[config.mk]
export PLATFORM = sky130hd
export DESIGN_NAME = filled_circle_span_generator
export DESIGN_NICKNAME = d
export VERILOG_FILES = /design/src/hdl/csg_pkg.sv /design/src/hdl/csg_div.sv /design/src/hdl/csg_clip.sv /design/src/hdl/filled_circle_span_generator.sv
export SDC_FILE = /design/constraint.sdc
export NUM_CORES = 1
export LEC_CHECK = 0
export ABC_AREA = 1
export BUFFER_PORTS_ARGS = -buffer_cell sky130_fd_sc_hd__buf_2
export CORE_MARGIN = 2
export CORE_UTILIZATION = 65
export DETAILED_ROUTE_END_ITERATION = 16
export PLACE_DENSITY = 0.88
export SYNTH_ARGS = -nofsm -noshare
export SYNTH_HDL_FRONTEND = slang
export SYNTH_HIERARCHICAL = 1
export SYNTH_SLANG_ARGS = --single-unit
[constraint.sdc]
create_clock -name aclk -period 10.4 [get_ports aclk]
set_clock_uncertainty 0.15 [all_clocks]
set_input_delay 1.56 -clock aclk [delete_from_list [all_inputs] [get_ports aclk]]
set_output_delay 1.56 -clock aclk [all_outputs]
set_load 0.005 [all_outputs]
[src/hdl/csg_pkg.sv]
`timescale 1ns / 1ps
`default_nettype none

package csg_pkg;

    // Command and span field widths
    localparam int COORD_W  = 11;
    localparam int RADIUS_W = 5;
    localparam int COLOR_W  = 16;
    localparam int ROW_W    = 12;
    localparam int COL_W    = 9;
    localparam int DY_W     = RADIUS_W + 1;

    // Stream payload widths, rounded up to whole bytes
    localparam int S_DATA_W = 48;
    localparam int M_DATA_W = 48;

    // r*r - dy*dy never exceeds 31*31, so ten bits carry the root's operand
    localparam int SQ_W      = 10;
    localparam int DIV_CNT_W = 4;

    typedef enum logic [2:0] {
        ST_IDLE,
        ST_ROW,
        ST_TEST,
        ST_DIV,
        ST_EMIT
    } csg_state_t;

    typedef struct packed {
        logic            start;
        logic [SQ_W-1:0] dividend;
        logic [SQ_W-1:0] divisor;
    } csg_div_req_t;

    typedef struct packed {
        logic            done;
        logic [SQ_W-1:0] quotient;
    } csg_div_rsp_t;

    typedef struct packed {
        logic signed [ROW_W-1:0] row;
        logic [COL_W-1:0]        x_start;
        logic [COL_W-1:0]        x_end;
        logic                    visible;
    } csg_span_t;

endpackage

`default_nettype wire

[src/hdl/csg_div.sv]
`timescale 1ns / 1ps
`default_nettype none

// Restoring divider, one quotient bit per cycle.
module csg_div
    import csg_pkg::*;
(
    input  wire logic         aclk,
    input  wire logic         aresetn,
    input  wire csg_div_req_t req,
    output csg_div_rsp_t      rsp
);

    logic                 busy_reg, busy_next;
    logic                 done_reg, done_next;
    logic [DIV_CNT_W-1:0] cnt_reg, cnt_next;
    logic [SQ_W-1:0]      rem_reg, rem_next;
    logic [SQ_W-1:0]      quo_reg, quo_next;
    logic [SQ_W-1:0]      dvs_reg, dvs_next;

    logic [SQ_W:0]        rem_sh;
    logic                 ge;

    always_comb begin
        rem_sh    = {rem_reg, quo_reg[SQ_W-1]};
        ge        = rem_sh >= {1'b0, dvs_reg};
        busy_next = busy_reg;
        done_next = 1'b0;
        cnt_next  = cnt_reg;
        rem_next  = rem_reg;
        quo_next  = quo_reg;
        dvs_next  = dvs_reg;
        if (req.start) begin
            busy_next = 1'b1;
            cnt_next  = '0;
            rem_next  = '0;
            quo_next  = req.dividend;
            dvs_next  = req.divisor;
        end else if (busy_reg) begin
            rem_next = ge ? SQ_W'(rem_sh - {1'b0, dvs_reg}) : SQ_W'(rem_sh);
            quo_next = {quo_reg[SQ_W-2:0], ge};
            cnt_next = cnt_reg + 1'b1;
            if (cnt_reg == DIV_CNT_W'(SQ_W - 1)) begin
                busy_next = 1'b0;
                done_next = 1'b1;
            end
        end
    end

    always_ff @(posedge aclk) begin
        if (!aresetn) begin
            busy_reg <= 1'b0;
            done_reg <= 1'b0;
            cnt_reg  <= '0;
        end else begin
            busy_reg <= busy_next;
            done_reg <= done_next;
            cnt_reg  <= cnt_next;
        end
        rem_reg <= rem_next;
        quo_reg <= quo_next;
        dvs_reg <= dvs_next;
    end

    assign rsp.done     = done_reg;
    assign rsp.quotient = quo_reg;

endmodule

`default_nettype wire

[src/hdl/csg_clip.sv]
`timescale 1ns / 1ps
`default_nettype none

// Places one row of the disc on the screen and clips it.
module csg_clip
    import csg_pkg::*;
#(
    parameter int SCREEN_WIDTH  = 320,
    parameter int SCREEN_HEIGHT = 240
) (
    input  wire logic signed [COORD_W-1:0] center_x,
    input  wire logic signed [COORD_W-1:0] center_y,
    input  wire logic signed [DY_W-1:0]    dy,
    input  wire logic [RADIUS_W-1:0]       half_w,
    output csg_span_t                      span
);

    localparam logic signed [ROW_W:0] WIDTH_S  = (ROW_W + 1)'(SCREEN_WIDTH);
    localparam logic signed [ROW_W:0] HEIGHT_S = (ROW_W + 1)'(SCREEN_HEIGHT);
    localparam logic signed [ROW_W:0] RIGHT_MAX = (ROW_W + 1)'(SCREEN_WIDTH - 1);

    logic signed [ROW_W:0] row_s;
    logic signed [ROW_W:0] left_s;
    logic signed [ROW_W:0] right_s;
    logic signed [ROW_W:0] left_c;
    logic signed [ROW_W:0] right_c;
    logic                  vis;

    always_comb begin
        row_s   = (ROW_W + 1)'(center_y) + (ROW_W + 1)'(dy);
        left_s  = (ROW_W + 1)'(center_x) - $signed({{(ROW_W + 1 - RADIUS_W){1'b0}}, half_w});
        right_s = (ROW_W + 1)'(center_x) + $signed({{(ROW_W + 1 - RADIUS_W){1'b0}}, half_w});
        vis     = (row_s >= 0) && (row_s < HEIGHT_S) && (right_s >= 0) && (left_s < WIDTH_S);
        left_c  = (left_s < 0) ? '0 : left_s;
        right_c = (right_s > RIGHT_MAX) ? RIGHT_MAX : right_s;

        span.row     = row_s[ROW_W-1:0];
        span.x_start = vis ? left_c[COL_W-1:0] : '0;
        span.x_end   = vis ? right_c[COL_W-1:0] : '0;
        span.visible = vis;
    end

endmodule

`default_nettype wire

[src/hdl/filled_circle_span_generator.sv]
`timescale 1ns / 1ps
`default_nettype none

// Filled circle span generator. Each request on the s_ channel is one circle
// (center, radius, color, and tuser high for the top half only); the block
// returns one span per row from center_y - radius downward to center_y + radius
// (or center_y in top-half mode), tlast on the final one, tuser high when the
// span has pixels on screen. Radius is saturated to MAX_RADIUS. The half width
// of each row is an integer square root found by repeated averaging, and every
// step uses one shared restoring divider, so a row takes longer the more
// averaging steps its root needs. s_tready is high only between requests;
// one finished span can wait in the output register while the next is
// computed.
module filled_circle_span_generator
    import csg_pkg::*;
#(
    parameter int SCREEN_WIDTH  = 320,
    parameter int SCREEN_HEIGHT = 240,
    parameter int MAX_RADIUS    = 31
) (
    input  wire logic                aclk,
    input  wire logic                aresetn,
    input  wire logic                s_tvalid,
    output logic                     s_tready,
    // center_x[10:0], center_y[21:11], radius[26:22], fill_color[42:27]
    input  wire logic [S_DATA_W-1:0] s_tdata,
    // func
    input  wire logic                s_tuser,
    output logic                     m_tvalid,
    input  wire logic                m_tready,
    // span_row[11:0], x_start[20:12], x_end[29:21], span_color[45:30]
    output logic [M_DATA_W-1:0]      m_tdata,
    // visible
    output logic                     m_tuser,
    output logic                     m_tlast
);

    localparam logic [RADIUS_W-1:0] R_MAX = RADIUS_W'(MAX_RADIUS);

    csg_state_t                 state_reg, state_next;
    logic signed [COORD_W-1:0]  cx_reg, cx_next;
    logic signed [COORD_W-1:0]  cy_reg, cy_next;
    logic [COLOR_W-1:0]         color_reg, color_next;
    logic                       top_reg, top_next;
    logic [RADIUS_W-1:0]        r_reg, r_next;
    logic [SQ_W-1:0]            r2_reg, r2_next;
    logic signed [DY_W-1:0]     dy_reg, dy_next;
    logic [SQ_W-1:0]            n_reg, n_next;
    logic [SQ_W-1:0]            x_reg, x_next;
    logic [SQ_W-1:0]            y_reg, y_next;

    logic                       m_valid_reg, m_valid_next;
    logic [M_DATA_W-1:0]        m_data_reg, m_data_next;
    logic                       m_user_reg, m_user_next;
    logic                       m_last_reg, m_last_next;

    logic [RADIUS_W-1:0]        r_in;
    logic [RADIUS_W-1:0]        r_sat;
    logic [RADIUS_W-1:0]        dy_abs;
    logic signed [DY_W-1:0]     dy_end;
    logic [SQ_W:0]              xy_sum;
    logic                       row_last;
    logic                       out_free;

    csg_div_req_t               div_req;
    csg_div_rsp_t               div_rsp;
    csg_span_t                  span;

    csg_div u_div (
        .aclk    (aclk),
        .aresetn (aresetn),
        .req     (div_req),
        .rsp     (div_rsp)
    );

    csg_clip #(
        .SCREEN_WIDTH  (SCREEN_WIDTH),
        .SCREEN_HEIGHT (SCREEN_HEIGHT)
    ) u_clip (
        .center_x (cx_reg),
        .center_y (cy_reg),
        .dy       (dy_reg),
        .half_w   (x_reg[RADIUS_W-1:0]),
        .span     (span)
    );

    always_comb begin
        r_in     = s_tdata[2*COORD_W +: RADIUS_W];
        r_sat    = (r_in > R_MAX) ? R_MAX : r_in;
        dy_abs   = dy_reg[DY_W-1] ? RADIUS_W'(-dy_reg) : RADIUS_W'(dy_reg);
        dy_end   = top_reg ? '0 : $signed({1'b0, r_reg});
        row_last = dy_reg == dy_end;
        xy_sum   = {1'b0, x_reg} + {1'b0, y_reg};
        out_free = !m_valid_reg || m_tready;

        state_next   = state_reg;
        cx_next      = cx_reg;
        cy_next      = cy_reg;
        color_next   = color_reg;
        top_next     = top_reg;
        r_next       = r_reg;
        r2_next      = r2_reg;
        dy_next      = dy_reg;
        n_next       = n_reg;
        x_next       = x_reg;
        y_next       = y_reg;
        m_valid_next = m_valid_reg && !m_tready;
        m_data_next  = m_data_reg;
        m_user_next  = m_user_reg;
        m_last_next  = m_last_reg;

        div_req.start    = 1'b0;
        div_req.dividend = n_reg;
        div_req.divisor  = xy_sum[SQ_W:1];

        s_tready = state_reg == ST_IDLE;

        unique case (state_reg)
            ST_IDLE: begin
                if (s_tvalid) begin
                    cx_next    = s_tdata[0 +: COORD_W];
                    cy_next    = s_tdata[COORD_W +: COORD_W];
                    color_next = s_tdata[2*COORD_W + RADIUS_W +: COLOR_W];
                    top_next   = s_tuser;
                    r_next     = r_sat;
                    r2_next    = SQ_W'(r_sat) * SQ_W'(r_sat);
                    dy_next    = -$signed({1'b0, r_sat});
                    state_next = ST_ROW;
                end
            end
            ST_ROW: begin
                n_next     = r2_reg - SQ_W'(dy_abs) * SQ_W'(dy_abs);
                x_next     = r2_reg - SQ_W'(dy_abs) * SQ_W'(dy_abs);
                y_next     = SQ_W'(1);
                state_next = ST_TEST;
            end
            ST_TEST: begin
                if (x_reg > y_reg) begin
                    x_next        = xy_sum[SQ_W:1];
                    div_req.start = 1'b1;
                    state_next    = ST_DIV;
                end else begin
                    state_next = ST_EMIT;
                end
            end
            ST_DIV: begin
                if (div_rsp.done) begin
                    y_next     = div_rsp.quotient;
                    state_next = ST_TEST;
                end
            end
            ST_EMIT: begin
                if (out_free) begin
                    m_valid_next = 1'b1;
                    m_data_next  = {{(M_DATA_W - ROW_W - 2*COL_W - COLOR_W){1'b0}},
                                    color_reg, span.x_end, span.x_start, span.row};
                    m_user_next  = span.visible;
                    m_last_next  = row_last;
                    if (row_last) begin
                        state_next = ST_IDLE;
                    end else begin
                        dy_next    = dy_reg + 1'b1;
                        state_next = ST_ROW;
                    end
                end
            end
            default: begin
                state_next = ST_IDLE;
            end
        endcase
    end

    always_ff @(posedge aclk) begin
        if (!aresetn) begin
            state_reg   <= ST_IDLE;
            m_valid_reg <= 1'b0;
        end else begin
            state_reg   <= state_next;
            m_valid_reg <= m_valid_next;
        end
        cx_reg     <= cx_next;
        cy_reg     <= cy_next;
        color_reg  <= color_next;
        top_reg    <= top_next;
        r_reg      <= r_next;
        r2_reg     <= r2_next;
        dy_reg     <= dy_next;
        n_reg      <= n_next;
        x_reg      <= x_next;
        y_reg      <= y_next;
        m_data_reg <= m_data_next;
        m_user_reg <= m_user_next;
        m_last_reg <= m_last_next;
    end

    assign m_tvalid = m_valid_reg;
    assign m_tdata  = m_data_reg;
    assign m_tuser  = m_user_reg;
    assign m_tlast  = m_last_reg;

endmodule

`default_nettype wire

==> run_summary.xml, run 1 <==
<?xml version="1.0" encoding="UTF-8"?>
<metrics>
  <group name="synth">
    <metric name="number_of_synthesis_warnings" unit="">6</metric>
    <metric name="yosys_register_bits" unit="">176</metric>
    <metric name="netlist_area" unit="sq um">11000</metric>
    <metric name="distinct_cell_type_count_of_the_synthesized_netlist" unit="">48</metric>
    <metric name="synthesis.area_per_instance" unit="sq um">8.94</metric>
    <metric name="dominant_synthesized_flop_cell" unit="">sky130_fd_sc_hd__edfxtp_1</metric>
    <metric name="synth_cells" unit="">1227</metric>
    <metric name="seq_area_frac_synth" unit="%">46.4</metric>
    <metric name="synth_enable_flop_cells" unit="">156</metric>
    <metric name="postSynth.asyncResetShare" unit="%">0</metric>
  </group>
  <group name="routing">
    <metric name="detail_route.vias_per_cell" unit="">5.39</metric>
    <metric name="detailedRoute.firstIterationViolations" unit="">671</metric>
    <metric name="totalWireLength" unit="microns">22500</metric>
    <metric name="detail_route.wl_per_cell" unit="microns">14.4</metric>
    <metric name="first_pass_iters" unit="">7</metric>
    <metric name="via_count" unit="">8410</metric>
    <metric name="ant_nets" unit="">0</metric>
    <metric name="detail_route.drc_violations" unit="">0</metric>
  </group>
  <group name="timing">
    <metric name="final_max_slew_viol_count" unit="">0</metric>
    <metric name="worst_slew_pin_slew" unit="ns">0.896</metric>
    <metric name="rel_slew_slack" unit="%">40.0</metric>
    <metric name="setup-violations-final" unit="">0</metric>
    <metric name="report.final.hold_viol_count" unit="">0</metric>
    <metric name="achievable_frequency" unit="MHz">198</metric>
    <metric name="grt_setup_unrepaired" unit="">no</metric>
    <metric name="fin_crit" unit="ns">5.05</metric>
    <metric name="period_share" unit="%">48.5</metric>
    <metric name="fin_tns_setup" unit="ns">0</metric>
  </group>
  <group name="floorplan">
    <metric name="floorplan.die.width" unit="microns">134</metric>
    <metric name="die_area" unit="sq um">17900</metric>
    <metric name="floorplan.rows" unit="">47</metric>
    <metric name="floorplan.die.height" unit="microns">134</metric>
    <metric name="core" unit="sq um">16500</metric>
    <metric name="io-pin-count" unit="">105</metric>
    <metric name="initial_standard_cell_utilization_of_the_core" unit="%">66.4</metric>
  </group>
  <group name="cts">
    <metric name="tritoncts_clock_tree" unit="">yes</metric>
    <metric name="cts_inserted_buffers" unit="">17</metric>
    <metric name="clock-root-buffer" unit="">sky130_fd_sc_hd__clkbuf_16</metric>
    <metric name="cts_setup_buffers" unit="">0</metric>
    <metric name="cts_max_path_buffers" unit="">2</metric>
    <metric name="cts_htree_levels" unit="">4</metric>
    <metric name="cts.clk_slew.worst_paths" unit="ns">0.07</metric>
    <metric name="cts-hold-fix-buffers" unit="">0</metric>
    <metric name="cts_num_sinks" unit="">176</metric>
    <metric name="number_of_cells_upsized_or_downsized_after_cts" unit="">0</metric>
    <metric name="worst_skew_pair.late_latency" unit="ns">0.44</metric>
  </group>
  <group name="pwr">
    <metric name="power_leakage" unit="nW">5.93</metric>
    <metric name="total_power_density_per_cell_area" unit="nW/um^2">360</metric>
    <metric name="peakVddDrop" unit="mV">0.289</metric>
  </group>
  <group name="status">
    <metric name="outcome" unit="">finished, final reports clean</metric>
  </group>
  <group name="global_route">
    <metric name="first_global_vias" unit="">8190</metric>
    <metric name="antenna_found_initial" unit="">0</metric>
    <metric name="grt_max_degree" unit="">49</metric>
    <metric name="overall_overflow_remaining_after_global_route" unit="">0</metric>
    <metric name="grt_pass1_wl" unit="microns">37500</metric>
    <metric name="global_route.usage.total" unit="%">26.3</metric>
  </group>
  <group name="worst_setup_path">
    <metric name="endpoint_of_the_most_critical_register_to_register_path" unit="">x_reg[7]$_DFFE_PP_</metric>
    <metric name="crit_top_cell" unit="">sky130_fd_sc_hd__nand2_1</metric>
    <metric name="critical_path.cell_chain" unit="">inv_2 &gt; ha_1 &gt; nand3_1 &gt; nand2_1 &gt; nand2_1 &gt; nand2_1 &gt; inv_2 &gt; nor2_1 &gt; inv_1 &gt; fa_1 &gt; fa_1 &gt; inv_1 &gt; fa_1 &gt; inv_1 &gt; ha_1 &gt; nand2_1 &gt; nor3_1 &gt; nand2_1 &gt; nand2_1 &gt; a21oi_1 &gt; nand2b_1 &gt; nand3_1 &gt; nand2_1</metric>
    <metric name="path_max_fanout" unit="">10</metric>
    <metric name="required" unit="ns">10.45</metric>
    <metric name="cp-end-kind" unit="">register</metric>
    <metric name="critical_path_origin" unit="">dy_reg[0]$_DFFE_PP_</metric>
    <metric name="cp-endpoint" unit="">x_reg[7]$_DFFE_PP_</metric>
    <metric name="launch_instance_of_the_worst_register_to_register_path" unit="">dy_reg[0]$_DFFE_PP_</metric>
    <metric name="r2r_cells" unit="">23</metric>
    <metric name="reg2reg_slack" unit="ns">5.35</metric>
    <metric name="worstPathArrival" unit="ns">5.09</metric>
    <metric name="max_stage_delay" unit="ns">0.54</metric>
    <metric name="start_kind" unit="">register</metric>
    <metric name="timing.setup.critical_path_class" unit="">reg -&gt; reg</metric>
    <metric name="slowest_library_cell_on_the_worst_path" unit="">sky130_fd_sc_hd__fa_1</metric>
  </group>
  <group name="layout">
    <metric name="final_util" unit="%">74.2</metric>
    <metric name="finalNetCount" unit="">1482</metric>
    <metric name="syn_to_final_growth" unit="%">11.8</metric>
    <metric name="max_reg_flops" unit="">46</metric>
    <metric name="n_fill_cell" unit="">1146</metric>
    <metric name="layout-drive-gt1-share" unit="%">15.8</metric>
    <metric name="antenna_cells_inserted" unit="">0</metric>
    <metric name="finish.cell_count_without_fillers" unit="">1559</metric>
  </group>
  <group name="place">
    <metric name="dp_cells" unit="">1527</metric>
    <metric name="gp_routability_congestion" unit="">0.911</metric>
    <metric name="port-buffer-count" unit="">97</metric>
    <metric name="detailed_place_hpwl" unit="microns">16600</metric>
  </group>
  <group name="run">
    <metric name="max-cap-violations" unit="">0</metric>
  </group>
  <group name="min_path">
    <metric name="min-delay-path-class" unit="">reg -&gt; reg</metric>
  </group>
</metrics>
## synth_stat cells, types with 5 or more instances
| cell type | count | area (sq um) |
|---|---|---|
| sky130_fd_sc_hd__a21oi_1 | 41 | 205 |
| sky130_fd_sc_hd__a21oi_2 | 12 | 105 |
| sky130_fd_sc_hd__buf_4 | 5 | 37.5 |
| sky130_fd_sc_hd__buf_6 | 5 | 56.3 |
| sky130_fd_sc_hd__clkbuf_1 | 10 | 37.5 |
| sky130_fd_sc_hd__dfxtp_1 | 20 | 400 |
| sky130_fd_sc_hd__edfxtp_1 | 156 | 4680 |
| sky130_fd_sc_hd__fa_1 | 17 | 340 |
| sky130_fd_sc_hd__ha_1 | 86 | 1080 |
| sky130_fd_sc_hd__inv_1 | 212 | 796 |
| sky130_fd_sc_hd__inv_2 | 10 | 37.5 |
| sky130_fd_sc_hd__nand2_1 | 316 | 1190 |
| sky130_fd_sc_hd__nand2_2 | 10 | 62.6 |
| sky130_fd_sc_hd__nand3_1 | 73 | 365 |
| sky130_fd_sc_hd__nand3_2 | 10 | 100 |
| sky130_fd_sc_hd__nand3b_1 | 9 | 67.6 |
| sky130_fd_sc_hd__nand4_1 | 16 | 100 |
| sky130_fd_sc_hd__nor2_1 | 88 | 330 |
| sky130_fd_sc_hd__nor2_2 | 14 | 87.6 |
| sky130_fd_sc_hd__nor3_1 | 9 | 45.0 |
| sky130_fd_sc_hd__o21ai_0 | 20 | 100 |
| sky130_fd_sc_hd__o21ai_1 | 6 | 30.0 |
| sky130_fd_sc_hd__xnor2_1 | 7 | 61.3 |
| sky130_fd_sc_hd__xor2_1 | 30 | 263 |
## worst min-delay path by stage
stage | start | endpoint | cells after the start | slack, ns
after global routing | color_reg[14]$_DFFE_PP_ | m_tdata[44]$_DFFE_PP_ | 0 | 0.27
after global placement | color_reg[14]$_DFFE_PP_ | m_tdata[44]$_DFFE_PP_ | 0 | 0.25
after floorplan | color_reg[0]$_DFFE_PP_ | m_tdata[30]$_DFFE_PP_ | 0 | 0.25
after detailed placement | color_reg[14]$_DFFE_PP_ | m_tdata[44]$_DFFE_PP_ | 0 | 0.26
after CTS | color_reg[14]$_DFFE_PP_ | m_tdata[44]$_DFFE_PP_ | 0 | 0.27
final | color_reg[14]$_DFFE_PP_ | m_tdata[44]$_DFFE_PP_ | 0 | 0.27
## critical path, delay by kind of cell (launching register included)
| family | cells | cell delay [ns] |
|---|---|---|
| simple gates | 12 | 1.37 |
| fa+ha+maj | 5 | 2.16 |
| buf+inv | 5 | 0.48 |
| flops | 1 | 0.51 |
| compound gates | 1 | 0.10 |
## through the flow
step                hold slack [ns]  worst slack (ns)  power (mW)  cell area, sq um
global route                  0.275              5.03        4.78             12300
floorplan                     0.250              5.70        3.10             11000
CTS                           0.273              5.40        4.38             12300
global placement              0.250              5.55        3.48             11600
finish                        0.273              5.35        4.42             12300
detailed placement            0.256              5.43        3.66             11600
## layout make-up
| cell class | instances | area, sq um | share of cell area, % |
|---|---|---|---|
| Sequential cell | 176 | 5080 | 41.5 |
| Tap cell | 220 | 275 | 2.24 |
| Timing Repair Buffer | 102 | 523 | 4.26 |
| Clock inverter | 14 | 195 | 1.59 |
| Clock buffer | 18 | 429 | 3.50 |
| Inverter | 224 | 843 | 6.88 |
| Multi-Input combinational cell | 805 | 4910 | 40.1 |
## routing by layer
| metal | wire length (microns) | track usage (%) | up-vias |
|---|---|---|---|
| met1 | 8930 | 31.0 | 3922 |
| met4 | 618 | 10.3 | 0 |
| met3 | 1050 | 3.51 | 55 |
| li1 | - | - | 4147 |
| met2 | 11900 | 48.5 | 286 |
| met5 | 0 | 0 | - |
## logic make-up after synthesis
family | synth area share, %
other cells | 0.0342
compound gates | 5.58
simple gates | 22.8
flops | 46.4
buf+inv | 9.02
xor+xnor | 3.25
fa+ha+maj | 12.9
## cell usage in the layout, fill, tap and decap left out, types with 3 or more instances in the layout
master and count:
sky130_fd_sc_hd__nand2_1 316, sky130_fd_sc_hd__inv_1 212, sky130_fd_sc_hd__edfxtp_1 156, sky130_fd_sc_hd__buf_2 97
sky130_fd_sc_hd__nor2_1 86, sky130_fd_sc_hd__ha_1 86, sky130_fd_sc_hd__nand3_1 73, sky130_fd_sc_hd__a21oi_1 41
sky130_fd_sc_hd__xor2_1 30, sky130_fd_sc_hd__o21ai_0 20, sky130_fd_sc_hd__dfxtp_1 20, sky130_fd_sc_hd__fa_1 17
sky130_fd_sc_hd__clkbuf_16 17, sky130_fd_sc_hd__nand4_1 16, sky130_fd_sc_hd__nor2_2 14, sky130_fd_sc_hd__a21oi_2 12
sky130_fd_sc_hd__inv_2 10, sky130_fd_sc_hd__nand3_2 10, sky130_fd_sc_hd__nand2_2 10, sky130_fd_sc_hd__nor3_1 9
sky130_fd_sc_hd__nand3b_1 9, sky130_fd_sc_hd__xnor2_1 7, sky130_fd_sc_hd__o21ai_1 6, sky130_fd_sc_hd__inv_8 5
sky130_fd_sc_hd__buf_4 5, sky130_fd_sc_hd__and2_1 4, sky130_fd_sc_hd__o21bai_1 4, sky130_fd_sc_hd__nor3_2 3
sky130_fd_sc_hd__a31oi_1 3, sky130_fd_sc_hd__o21ai_2 3, sky130_fd_sc_hd__clkinvlp_4 3, sky130_fd_sc_hd__bufinv_16 3
## where the power goes
group          leakage [nW]  internal [mW]  total (mW)  switching [mW]
logic                  4.00          0.867        2.52            1.66
registers              1.63           1.12        1.22          0.0956
clock network         0.297          0.388       0.677           0.289
Note: power is estimated with default switching activity, not from simulation.
==> run 2: changes to the inputs <==
--- a/config.mk
+++ b/config.mk
@@ -8,9 +8,9 @@
 export ABC_AREA = 1
 export BUFFER_PORTS_ARGS = -buffer_cell sky130_fd_sc_hd__buf_2
 export CORE_MARGIN = 2
-export CORE_UTILIZATION = 65
+export CORE_UTILIZATION = 55
 export DETAILED_ROUTE_END_ITERATION = 16
-export PLACE_DENSITY = 0.88
+export PLACE_DENSITY = 0.8
 export SYNTH_ARGS = -nofsm -noshare
 export SYNTH_HDL_FRONTEND = slang
 export SYNTH_HIERARCHICAL = 1
==> constraint.sdc (replaced) <==
create_clock -name aclk -period 4.6 [get_ports aclk]
set_clock_uncertainty 0.15 [all_clocks]
set_input_delay 0.69 -clock aclk [delete_from_list [all_inputs] [get_ports aclk]]
set_output_delay 0.69 -clock aclk [all_outputs]
set_load 0.005 [all_outputs]
==> run_summary.xml, run 2 (synthesis results as in run 1) <==
<?xml version="1.0" encoding="UTF-8"?>
<metrics>
  <group name="pwr">
    <metric name="p_sw" unit="mW">4.48</metric>
    <metric name="p_comb_share" unit="%">57.9</metric>
    <metric name="post-layout-total-power" unit="mW">9.93</metric>
    <metric name="clockPowerShare" unit="%">14.5</metric>
    <metric name="internal-power" unit="mW">5.45</metric>
    <metric name="seq_power_share" unit="%">27.5</metric>
    <metric name="power_leakage" unit="nW">5.97</metric>
    <metric name="peakVddDrop" unit="mV">0.660</metric>
    <metric name="sw_frac_of_total" unit="%">45.1</metric>
    <metric name="total_power_density_per_cell_area" unit="nW/um^2">800</metric>
  </group>
  <group name="worst_setup_path">
    <metric name="required" unit="ns">4.63</metric>
    <metric name="cp-end-kind" unit="">register</metric>
    <metric name="max_stage_delay" unit="ns">0.54</metric>
    <metric name="endpoint_of_the_most_critical_register_to_register_path" unit="">x_reg[5]$_DFFE_PP_</metric>
    <metric name="launch_instance_of_the_worst_register_to_register_path" unit="">dy_reg[0]$_DFFE_PP_</metric>
    <metric name="reg2reg_slack" unit="ns">0.24</metric>
    <metric name="timing.setup.critical_path_class" unit="">reg -&gt; reg</metric>
    <metric name="critical_path.cell_chain" unit="">inv_2 &gt; ha_2 &gt; nand3_1 &gt; nand2_1 &gt; nand2_1 &gt; nand2_2 &gt; inv_2 &gt; nor2_4 &gt; inv_1 &gt; fa_1 &gt; fa_1 &gt; inv_1 &gt; fa_1 &gt; inv_1 &gt; ha_4 &gt; nand2_1 &gt; nor3_1 &gt; nand2_1 &gt; nand2_2 &gt; buf_4 &gt; xor2_1 &gt; o21ai_1</metric>
    <metric name="slowest_library_cell_on_the_worst_path" unit="">sky130_fd_sc_hd__fa_1</metric>
    <metric name="r2r_cells" unit="">22</metric>
    <metric name="cp_top_family" unit="">adder cells</metric>
    <metric name="start_kind" unit="">register</metric>
    <metric name="crit_top_cell" unit="">sky130_fd_sc_hd__nand2_1</metric>
    <metric name="crit_cells" unit="">22</metric>
    <metric name="worstPathArrival" unit="ns">4.39</metric>
    <metric name="path_max_fanout" unit="">5</metric>
    <metric name="worst-path-buf-inv" unit="">6</metric>
  </group>
  <group name="run">
    <metric name="max-cap-violations" unit="">0</metric>
  </group>
  <group name="global_route">
    <metric name="grt_max_degree" unit="">35</metric>
    <metric name="global_route.usage.total" unit="%">21.4</metric>
    <metric name="grt_pass1_wl" unit="microns">36700</metric>
    <metric name="antenna_found_initial" unit="">1</metric>
    <metric name="overall_overflow_remaining_after_global_route" unit="">0</metric>
    <metric name="first_global_vias" unit="">7978</metric>
  </group>
  <group name="timing">
    <metric name="worst_slew_pin_slew" unit="ns">0.970</metric>
    <metric name="setup-violations-final" unit="">0</metric>
    <metric name="fin_crit" unit="ns">4.36</metric>
    <metric name="final.hold.worst_slack" unit="ns">0.268</metric>
    <metric name="rel_slew_slack" unit="%">34.9</metric>
    <metric name="period_share" unit="%">94.7</metric>
    <metric name="finalWorstSetupSlack" unit="ns">0.244</metric>
    <metric name="report.final.hold_viol_count" unit="">0</metric>
    <metric name="fin_tns_setup" unit="ns">0</metric>
    <metric name="final_max_slew_viol_count" unit="">0</metric>
    <metric name="achievable_frequency" unit="MHz">230</metric>
  </group>
  <group name="place">
    <metric name="placement.setup.worst_slack" unit="ns">-0.00147</metric>
    <metric name="detailed_place_hpwl" unit="microns">16900</metric>
    <metric name="dp_cells" unit="">1579</metric>
    <metric name="gp_routability_congestion" unit="">0.891</metric>
    <metric name="port-buffer-count" unit="">97</metric>
  </group>
  <group name="routing">
    <metric name="detailedRoute.firstIterationViolations" unit="">443</metric>
    <metric name="detail_route.wl_per_cell" unit="microns">13.6</metric>
    <metric name="totalWireLength" unit="microns">22000</metric>
    <metric name="detail_route.drc_violations" unit="">0</metric>
    <metric name="first_pass_iters" unit="">5</metric>
    <metric name="via_count" unit="">8277</metric>
    <metric name="ant_nets" unit="">0</metric>
    <metric name="detail_route.vias_per_cell" unit="">5.13</metric>
  </group>
  <group name="cts">
    <metric name="cts_inserted_buffers" unit="">17</metric>
    <metric name="cts.clk_slew.worst_paths" unit="ns">0.07</metric>
    <metric name="cts_num_sinks" unit="">176</metric>
    <metric name="cts_max_path_buffers" unit="">2</metric>
    <metric name="clock-root-buffer" unit="">sky130_fd_sc_hd__clkbuf_16</metric>
    <metric name="cts_htree_levels" unit="">4</metric>
    <metric name="cts-hold-fix-buffers" unit="">0</metric>
    <metric name="tritoncts_clock_tree" unit="">yes</metric>
    <metric name="worst_skew_pair.late_latency" unit="ns">0.44</metric>
  </group>
  <group name="floorplan">
    <metric name="floorplan.die.width" unit="microns">145</metric>
    <metric name="floorplan.rows" unit="">51</metric>
    <metric name="core" unit="sq um">19500</metric>
    <metric name="io-pin-count" unit="">105</metric>
    <metric name="die_area" unit="sq um">21100</metric>
    <metric name="floorplan.die.height" unit="microns">145</metric>
    <metric name="initial_standard_cell_utilization_of_the_core" unit="%">56.2</metric>
  </group>
  <group name="min_path">
    <metric name="worst_min_delay_path_startpoint" unit="">color_reg[7]$_DFFE_PP_</metric>
    <metric name="hold-path-cell-count" unit="">0</metric>
    <metric name="worst_hold_path_ep" unit="">m_tdata[37]$_DFFE_PP_</metric>
    <metric name="min-delay-path-class" unit="">reg -&gt; reg</metric>
  </group>
  <group name="layout">
    <metric name="layout_common_cells" unit="">313 x sky130_fd_sc_hd__nand2_1, 210 x sky130_fd_sc_hd__inv_1, 156 x sky130_fd_sc_hd__edfxtp_1, 97 x sky130_fd_sc_hd__buf_2</metric>
    <metric name="max_reg_flops" unit="">46</metric>
    <metric name="layout-drive-gt1-share" unit="%">17.1</metric>
    <metric name="syn_to_final_growth" unit="%">13.1</metric>
    <metric name="layout_commonest_cell" unit="">sky130_fd_sc_hd__nand2_1</metric>
    <metric name="finalNetCount" unit="">1492</metric>
    <metric name="finish.cell_count_without_fillers" unit="">1615</metric>
  </group>
  <group name="status">
    <metric name="outcome" unit="">finished, final reports clean</metric>
  </group>
</metrics>
==> run 2: how the worst max path moves through the flow <==
stage                                   start                 end
after detailed placement  dy_reg[1]$_DFFE_PP_  n_reg[9]$_DFFE_PP_
after global placement    dy_reg[1]$_DFFE_PP_  n_reg[9]$_DFFE_PP_
after floorplan           dy_reg[0]$_DFFE_PP_  n_reg[9]$_DFFE_PP_
after CTS                 dy_reg[1]$_DFFE_PP_  n_reg[9]$_DFFE_PP_
final                     dy_reg[0]$_DFFE_PP_  x_reg[5]$_DFFE_PP_
after global routing      dy_reg[0]$_DFFE_PP_  x_reg[9]$_DFFE_PP_
==> run 2: through the flow <==
stage | util, % | area [sq um]
5_1_grt | 63.5 | 12400
2_1_floorplan | - | 11000
3_5_place_dp | 60.2 | 11700
3_3_place_gp | 60.2 | 11700
6_report | 63.5 | 12400
4_1_cts | 63.2 | 12300
==> run 2: power by group through the flow <==
| stage | registers [mW] | clock network (mW) | logic (mW) |
|---|---|---|---|
| 5_1_grt | 2.78 | 1.52 | 6.58 |
| 3_5_place_dp | 2.77 | 0 | 5.41 |
| 2_1_floorplan | 2.73 | 0 | 4.28 |
| 4_1_cts | 2.73 | 1.47 | 5.47 |
| 3_3_place_gp | 2.75 | 0 | 5.14 |
| 6_report | 2.73 | 1.44 | 5.75 |
==> run 2: metal layers <==
layer / wire length, microns / GRT usage, % / up-vias
met5: 0 / 0 / -
met1: 8950 / 25.7 / 3811
li1: - / - / 4170
met4: 499 / 8.58 / 0
met3: 1090 / 3.46 / 49
met2: 11500 / 38.4 / 247
==> run 2: repair_timing <==
| action | 4_1_cts | 5_1_grt |
|---|---|---|
| setup endpoints to repair | 2 | 6 |
| buffers inserted | 0 | 3 |
| gates cloned | 0 | 0 |
| endpoints found under the hold margin | 0 | 0 |
| pin swaps | 0 | 3 |
| gates resized for setup | 1 | 14 |
==> run 2: final cells by class <==
class                           count  area, sq um
Sequential cell                   176         5080
Clock inverter                     14          166
Tap cell                          265          332
Antenna cell                        1         2.50
Multi-Input combinational cell    805         4950
Clock buffer                       18          429
Timing Repair Buffer              112          602
Fill cell                        1586         7120
Inverter                          224          843
